$ cat src/design/cls_pkg.sv
`timescale 1ns / 1ps

package cls_pkg;

   localparam int NEEDLE_MAX    = 64;
   localparam int NEEDLE_ADDR_W = $clog2(NEEDLE_MAX);
   localparam int OFFSET_W      = $clog2(NEEDLE_MAX + 2);
   localparam int INDEX_WIDTH   = 16;

   localparam logic [7:0]             COMMA_BYTE = 8'h2C;
   localparam logic [INDEX_WIDTH-1:0] INDEX_TOP  = {INDEX_WIDTH{1'b1}};
   localparam logic [OFFSET_W-1:0]    OFFSET_TOP = OFFSET_W'(NEEDLE_MAX + 1);
   localparam logic [OFFSET_W-1:0]    LEN_TOP    = OFFSET_W'(NEEDLE_MAX);

   typedef enum logic {
      REQ_NEEDLE = 1'b0,
      REQ_LIST   = 1'b1
   } req_kind_type;

   typedef struct packed {
      logic                     wr_en;
      logic [NEEDLE_ADDR_W-1:0] wr_addr;
      logic [7:0]               wr_data;
      logic [NEEDLE_ADDR_W-1:0] rd_addr;
   } ram_ctrl_type;

endpackage

$ cat src/design/cls_req_if.sv
`timescale 1ns / 1ps

interface cls_req_if;
   import cls_pkg::*;

   logic         valid;
   logic         ready;
   req_kind_type req_type;
   logic [7:0]   byte_value;
   logic         has_byte;
   logic         is_last;

   modport source (output valid, req_type, byte_value, has_byte, is_last, input ready);
   modport sink   (input valid, req_type, byte_value, has_byte, is_last, output ready);
endinterface

$ cat src/design/cls_rsp_if.sv
`timescale 1ns / 1ps

interface cls_rsp_if;
   import cls_pkg::*;

   logic                   valid;
   logic                   ready;
   logic [INDEX_WIDTH-1:0] position;
   logic                   needle_overflow;

   modport source (output valid, position, needle_overflow, input ready);
   modport sink   (input valid, position, needle_overflow, output ready);
endinterface

$ cat src/design/cls_needle_ram.sv
`timescale 1ns / 1ps

module cls_needle_ram (
   input  logic                  clock,
   input  cls_pkg::ram_ctrl_type ctrl,
   output logic [7:0]            rd_data
);
   import cls_pkg::*;

   logic [7:0] mem [NEEDLE_MAX];

   always_ff @(posedge clock) begin
      if (ctrl.wr_en) begin
         mem[ctrl.wr_addr] <= ctrl.wr_data;
      end
   end

   // write-through on address collision so the read register never goes stale
   always_ff @(posedge clock) begin
      if (ctrl.wr_en && (ctrl.wr_addr == ctrl.rd_addr)) begin
         rd_data <= ctrl.wr_data;
      end else begin
         rd_data <= mem[ctrl.rd_addr];
      end
   end

endmodule

$ cat src/design/comma_list_token_match.sv
`timescale 1ns / 1ps

// Finds a needle in a comma-separated list. Per row, send the needle bytes
// (req_type 0), then the list bytes (req_type 1); the list item with is_last
// set closes the row and yields one item on rsp_ch: the 1-based index of the
// first token equal to the needle, or 0 when nothing matches, the needle holds
// a comma, or the needle overran its 64-byte store (needle_overflow set).
// One item is taken every cycle; the needle byte for the next compare is
// prefetched from the needle RAM into a read register during the previous
// item. A result sits in an output register; input stalls only while that
// register is full and not being drained.
module comma_list_token_match (
   input  logic      clock,
   input  logic      reset,
   cls_req_if.sink   req_ch,
   cls_rsp_if.source rsp_ch
);
   import cls_pkg::*;

   logic [OFFSET_W-1:0]    len_ff, len_in;
   logic                   has_comma_ff, has_comma_in;
   logic                   ovf_ff, ovf_in;
   logic [INDEX_WIDTH-1:0] tok_ff, tok_in;
   logic [OFFSET_W-1:0]    off_ff, off_in;
   logic                   eq_ff, eq_in;
   logic [INDEX_WIDTH-1:0] found_ff, found_in;
   logic                   prevc_ff, prevc_in;

   logic                   rsp_valid_ff, rsp_valid_in;
   logic [INDEX_WIDTH-1:0] position_ff, position_in;
   logic                   rsp_ovf_ff, rsp_ovf_in;

   logic                   accept;
   logic                   emit;
   logic [7:0]             rd_data;
   ram_ctrl_type           ram_ctrl;

   assign req_ch.ready = !rsp_valid_ff || rsp_ch.ready;
   assign accept       = req_ch.valid && req_ch.ready;

   cls_needle_ram u_ram (
      .clock   (clock),
      .ctrl    (ram_ctrl),
      .rd_data (rd_data)
   );

   always_comb begin
      logic close;
      len_in       = len_ff;
      has_comma_in = has_comma_ff;
      ovf_in       = ovf_ff;
      tok_in       = tok_ff;
      off_in       = off_ff;
      eq_in        = eq_ff;
      found_in     = found_ff;
      prevc_in     = prevc_ff;
      close        = 1'b0;
      emit         = 1'b0;
      position_in  = position_ff;
      rsp_ovf_in   = rsp_ovf_ff;

      ram_ctrl.wr_en   = 1'b0;
      ram_ctrl.wr_addr = len_ff[NEEDLE_ADDR_W-1:0];
      ram_ctrl.wr_data = req_ch.byte_value;

      if (accept) begin
         unique case (req_ch.req_type)
            REQ_NEEDLE: begin
               if (req_ch.has_byte) begin
                  if (req_ch.byte_value == COMMA_BYTE) begin
                     has_comma_in = 1'b1;
                  end
                  if (len_ff < LEN_TOP) begin
                     ram_ctrl.wr_en = 1'b1;
                     len_in         = len_ff + 1'b1;
                  end else begin
                     ovf_in = 1'b1;
                  end
               end
            end
            REQ_LIST: begin
               if (req_ch.has_byte) begin
                  if (req_ch.byte_value == COMMA_BYTE) begin
                     close    = 1'b1;
                     prevc_in = 1'b1;
                  end else begin
                     if (!((off_ff < len_ff) && (rd_data == req_ch.byte_value))) begin
                        eq_in = 1'b0;
                     end
                     if (off_ff < OFFSET_TOP) begin
                        off_in = off_ff + 1'b1;
                     end
                     prevc_in = 1'b0;
                  end
               end
               if (req_ch.is_last && !prevc_in) begin
                  close = 1'b1;
               end
               if (close) begin
                  if ((found_ff == '0) && eq_in && (off_in == len_ff)) begin
                     found_in = tok_ff;
                  end
                  if (tok_ff < INDEX_TOP) begin
                     tok_in = tok_ff + 1'b1;
                  end
                  off_in = '0;
                  eq_in  = 1'b1;
               end
               if (req_ch.is_last) begin
                  emit         = 1'b1;
                  position_in  = (has_comma_ff || ovf_ff) ? '0 : found_in;
                  rsp_ovf_in   = ovf_ff;
                  len_in       = '0;
                  has_comma_in = 1'b0;
                  ovf_in       = 1'b0;
                  tok_in       = INDEX_WIDTH'(1);
                  off_in       = '0;
                  eq_in        = 1'b1;
                  found_in     = '0;
                  prevc_in     = 1'b0;
               end
            end
            default: begin
            end
         endcase
      end

      ram_ctrl.rd_addr = off_in[NEEDLE_ADDR_W-1:0];
      rsp_valid_in     = emit || (rsp_valid_ff && !rsp_ch.ready);
   end

   always_ff @(posedge clock) begin
      if (reset) begin
         len_ff       <= '0;
         has_comma_ff <= 1'b0;
         ovf_ff       <= 1'b0;
         tok_ff       <= INDEX_WIDTH'(1);
         off_ff       <= '0;
         eq_ff        <= 1'b1;
         found_ff     <= '0;
         prevc_ff     <= 1'b0;
         rsp_valid_ff <= 1'b0;
      end else begin
         len_ff       <= len_in;
         has_comma_ff <= has_comma_in;
         ovf_ff       <= ovf_in;
         tok_ff       <= tok_in;
         off_ff       <= off_in;
         eq_ff        <= eq_in;
         found_ff     <= found_in;
         prevc_ff     <= prevc_in;
         rsp_valid_ff <= rsp_valid_in;
      end
   end

   always_ff @(posedge clock) begin
      if (emit) begin
         position_ff <= position_in;
         rsp_ovf_ff  <= rsp_ovf_in;
      end
   end

   assign rsp_ch.valid           = rsp_valid_ff;
   assign rsp_ch.position        = position_ff;
   assign rsp_ch.needle_overflow = rsp_ovf_ff;

   a_ovf_zero: assert property (@(posedge clock) disable iff (reset)
      rsp_valid_ff && rsp_ovf_ff |-> position_ff == '0)
      else $error("overflow result with nonzero position");

   a_len_bound: assert property (@(posedge clock) disable iff (reset)
      len_ff <= LEN_TOP && off_ff <= OFFSET_TOP)
      else $error("needle length or token offset out of range");

   a_found_bound: assert property (@(posedge clock) disable iff (reset)
      found_ff <= tok_ff)
      else $error("found token beyond current token");

   a_row_end: assert property (@(posedge clock) disable iff (reset)
      accept && req_ch.req_type == REQ_LIST && req_ch.is_last
      |=> rsp_valid_ff && len_ff == '0 && tok_ff == INDEX_WIDTH'(1) && found_ff == '0)
      else $error("row end did not emit a result or clear state");

endmodule
$ cat src/flat_wrapper.sv
// flat-port wrapper written by rule: the top's interface ports become plain ports
module comma_list_token_match_flat import cls_pkg::*;
  (clock, reset, req_ch_valid, req_ch_req_type, req_ch_byte_value, req_ch_has_byte, req_ch_is_last, req_ch_ready, rsp_ch_valid, rsp_ch_position, rsp_ch_needle_overflow, rsp_ch_ready);
  cls_req_if req_ch_i ();
  cls_rsp_if rsp_ch_i ();
  input  logic clock;
  input  logic reset;
  input wire logic [$bits(req_ch_i.valid)-1:0] req_ch_valid;
  input wire logic [$bits(req_ch_i.req_type)-1:0] req_ch_req_type;
  input wire logic [$bits(req_ch_i.byte_value)-1:0] req_ch_byte_value;
  input wire logic [$bits(req_ch_i.has_byte)-1:0] req_ch_has_byte;
  input wire logic [$bits(req_ch_i.is_last)-1:0] req_ch_is_last;
  output wire logic [$bits(req_ch_i.ready)-1:0] req_ch_ready;
  output wire logic [$bits(rsp_ch_i.valid)-1:0] rsp_ch_valid;
  output wire logic [$bits(rsp_ch_i.position)-1:0] rsp_ch_position;
  output wire logic [$bits(rsp_ch_i.needle_overflow)-1:0] rsp_ch_needle_overflow;
  input wire logic [$bits(rsp_ch_i.ready)-1:0] rsp_ch_ready;
  assign req_ch_i.valid = req_ch_valid;
  assign req_ch_i.req_type = req_ch_req_type;
  assign req_ch_i.byte_value = req_ch_byte_value;
  assign req_ch_i.has_byte = req_ch_has_byte;
  assign req_ch_i.is_last = req_ch_is_last;
  assign req_ch_ready = req_ch_i.ready;
  assign rsp_ch_valid = rsp_ch_i.valid;
  assign rsp_ch_position = rsp_ch_i.position;
  assign rsp_ch_needle_overflow = rsp_ch_i.needle_overflow;
  assign rsp_ch_i.ready = rsp_ch_ready;
  comma_list_token_match u_core (.clock(clock), .reset(reset), .req_ch(req_ch_i), .rsp_ch(rsp_ch_i));
endmodule
$ cat config.mk
export PLATFORM = sky130hd
export DESIGN_NAME = comma_list_token_match_flat
export DESIGN_NICKNAME = d
export VERILOG_FILES = /design/src/design/cls_pkg.sv /design/src/design/cls_req_if.sv /design/src/design/cls_rsp_if.sv /design/src/design/cls_needle_ram.sv /design/src/design/comma_list_token_match.sv /design/src/flat_wrapper.sv
export SDC_FILE = /design/constraint.sdc
export NUM_CORES = 1
export LEC_CHECK = 0
export ABC_CLOCK_PERIOD_IN_PS = 3700
export BUFFER_PORTS_ARGS = -buffer_cell sky130_fd_sc_hd__buf_2
export CORE_UTILIZATION = 32
export CTS_CLUSTER_DIAMETER = 200
export DETAILED_ROUTE_END_ITERATION = 10
export GPL_TIMING_DRIVEN = 0
export HOLD_SLACK_MARGIN = 0.12
export PLACE_DENSITY = 0.58
export SETUP_SLACK_MARGIN = 0.3
export SYNTH_ARGS = -nofsm -noshare
export SYNTH_HDL_FRONTEND = slang
export SYNTH_HIERARCHICAL = 1
export SYNTH_SLANG_ARGS = --single-unit
export TNS_END_PERCENT = 10
$ cat constraint.sdc
create_clock -name clock -period 3.7 [get_ports clock]
set_clock_uncertainty 0.15 [all_clocks]
set_input_delay 0.555 -clock clock [delete_from_list [all_inputs] [get_ports clock]]
set_output_delay 0.555 -clock clock [all_outputs]
set_load 0.05 [all_outputs]
==> summary.txt <==
Placed design
  – Post-placement cell area: 25,200 um2
  – Pre-CTS setup slack: -1.75 ns
  – Final HPWL DP: 37,900 um
  – Gpl congestion: 0.868
  – Port Buf Inserts: 33

Drt
  – 1st-iter DRT viols: 1,337
  – Drc violations: 2
  – Remaining antenna violation count: 0
  – Total number of vias: 13,400
  – DR pass1 iterations: 8
  – Routed len/inst: 24.1 um
  – Drt total wl: 60,500 um
  – Vias per cell: 5.34

Floorplan
  – Die Wd: 275 um
  – Core box area: 73,300 um2
  – Die Area: 75,500 um2
  – Die span in y: 275 um
  – I/O Pins: 34
  – Starting density of the core: 32.5%
  – Row cnt: 99

Logic synthesis
  – Syn_area_per_cell: 17.5 um2
  – Post-Syn Instances: 1,362
  – Number of synthesized register bits: 586
  – Post-synthesis cell type count: 68
  – Sequential element share of the synthesized area: 71.5%
  – Synth warnings: 6
  – Ys flop type: edfxtp_1
  – Async SR Flop Fraction: 0%
  – Cell area after synthesis: 23,800 um2
  – Mapped Nets: 1,386
  – Post-synth EDFFs: 529

STA
  – Endpoints failing setup: 17
  – RSZ-0062 raised after global routing: true
  – Worst Hold Margin: 0.198 ns
  – Maximum clock rate: 243 MHz
  – Setup WS post-layout: -0.408 ns
  – Max-slew headroom: 17.6%
  – Final min period: 4.11 ns
  – Worst-margin pin slew: 1.23 ns
  – Final hold vios: 0
  – Fin crit share: 111%
  – Max-slew violations: 0
  – Setup_tns: -5.93 ns

Finish
  – Nets: 1,527
  – P&R area growth vs syn: 20.4%
  – Register area: 17,000 um2
  – Most frequent cells in the layout: 529 x edfxtp_1, 126 x mux4_2, 83 x nand2_1, 63 x nor2_1, 61 x clkbuf_16
  – Layout cells sized above 1: 29.9%
  – Area of the multi-input gates: 7040 um2
  – Most common cell after layout, fill and taps aside: edfxtp_1
  – Fin area: 28,700 um2
  – Fillers: 6,671

Worst setup path
  – Startpoint class of the critical path: register
  – Slowest stage cell, crit path: mux4_2
  – Max Fanout on Critical Path: 8
  – CP required: 4.01 ns
  – CP Cell Sequence: buf_12 > buf_12 > mux4_2 > mux4_2 > o21ai_2 > o41ai_2 > xor2_1 > nor4_4 > nand3_2 > a311oi_4 > nor2_4 > buf_8 > o31ai_4
  – CP Class: reg -> reg
  – R2r setup slk: -0.41 ns
  – WP data arrival: 4.42 ns
  – Nature of the critical path endpoint: register
  – Critical Path Max Stage Delay: 0.56 ns

CTS
  – Max Root-Sink Buffers: 3
  – Clk_lat worst skew: 0.63 ns
  – Htree depth: 2
  – CTS tree: built
  – Clock Sinks: 586
  – Cts bufs inserted: 59
  – Worst-path clk slew: 0.06 ns
  – Clock Tree Root: clkbuf_16

Outcome
  – Failing checks: DRC, setup timing
  – Status: finished with violations

Flow run
  – Max-Cap Viols: 0

Power
  – Combinational share of power: 4.0%
  – P_sw: 2.86 mW
  – VDD IR-drop max: 0.441 mV
  – P_leak: 8.65 nW
  – Pwr per Cell Area: 486 nW/um2
  – Sequential power share: 51.9%
  – Sw Share: 20.5%
  – Clock power frac: 44.1%
  – Power Internal: 11.1 mW

Global routing
  – Global-route wire length before repair: 87,300 um
  – Via count of the first global-routing pass: 13,100
  – Initial antenna violation count: 1
  – Total GRT Usage: 15.8%
  – Total global routing overflow: 0
  – Largest net degree at the start of global routing: 68

Min path
  – Class of the worst hold path: in -> reg
==> Yosys cell counts (14+ instances only) <==
cell type	count	share of area, %
nor2b_1	18	0.47
nand2_1	86	1.4
nand3_1	32	0.67
mux2i_1	23	0.97
a21oi_1	17	0.36
xor2_1	20	0.74
clkbuf_1	33	0.52
nand3b_1	20	0.63
o31ai_1	17	0.54
edfxtp_1	529	67
nor2_1	120	1.9
mux4_2	126	12
o21ai_0	31	0.65
mux2_2	14	0.66
dfxtp_1	57	4.8
==> through the flow <==
stage | instances | utilization, % | total power, mW
after detailed placement | 2354 | 34.4 | 7.83
after CTS | 2477 | 38.1 | 14.0
after global placement | 2354 | 34.4 | 7.82
after floorplan | 1362 | - | 7.62
after global routing | 2511 | 39.1 | 14.3
final | 2512 | 39.1 | 13.9
==> worst max-delay path, delay by kind of cell (launching register included) <==
| kind | cells | cell delay [ns] |
|---|---|---|
| mux | 2 | 1.08 |
| compound gates | 4 | 0.84 |
| simple gates | 3 | 0.74 |
| buf+inv | 3 | 0.51 |
| flops | 1 | 0.39 |
| xor+xnor | 1 | 0.19 |
==> cell families after synthesis <==
logic type	Yosys count	synth area share (%)
simple gates	348	7.07
flops	586	71.5
mux	163	13.5
compound gates	142	4.36
xor+xnor	32	1.18
buf+inv	82	1.91
fa+ha+maj	9	0.473
==> per-layer routing <==
layer,vias to the layer above,share of wire [%],global-route usage (%)
li1,5790,-,-
met1,7036,43,22.1
met2,489,47,25.2
met3,100,7.2,3.31
met4,2,2.3,4.07
met5,-,0.021,0
==> power groups by stage <==
stage          clock, mW  combinational (mW)  sequential (mW)
6_report            6.14               0.563             7.23
5_1_grt             6.51               0.598             7.22
4_1_cts             6.28               0.500             7.23
3_5_place_dp           0               0.456             7.37
3_3_place_gp           0               0.446             7.37
2_1_floorplan          0               0.229             7.39
==> worst paths after layout <==
check | from | to | cells after the start
worst max-delay path | register | u_core/rsp_ch.position[7] | 13
worst min-delay path | req_ch_valid | u_core/has_comma_ff | 4
worst max register to register | register | u_core/rsp_ch.position[7] | 13
worst min register to register | u_core/eq_ff | u_core/eq_ff | 2
==> registers in the layout, summed over array words and instances (netlist names), named ones only <==
register	flops
u_core/rsp_ch.position	16
u_core/len_ff	7
u_core/prevc_ff	1
u_core/found_ff	16
u_core/u_ram/mem	512
u_core/eq_ff	1
u_core/has_comma_ff	1
u_core/ovf_ff	1
u_core/off_ff	7
u_core/tok_ff	16
u_core/rsp_ch.valid	1
u_core/rsp_ch.needle_overflow	1
==> what timing repair did <==
item                                   4_1_cts  5_1_grt
endpoints found under the hold margin        1        0
buffers inserted                            11       32
setup endpoints to repair                  472      461
gates cloned                                 1        2
pin swaps                                    4       23
gates resized for setup                    170       92
hold buffers                                 1        0
==> area by class of cell <==
class                   instances  share of cell area (%)
flip-flops and latches        586                    59.4
multi-input cells             694                    24.6
clock buffers                  73                    5.33
well taps                     959                    4.18
plain buffers                  70                    2.51
repair buffers                 80                    2.27
clock inverters                37                    1.59
inverters                      12                   0.157
diodes                          1                 0.00873
Note: power is estimated with default switching activity, not from simulation.
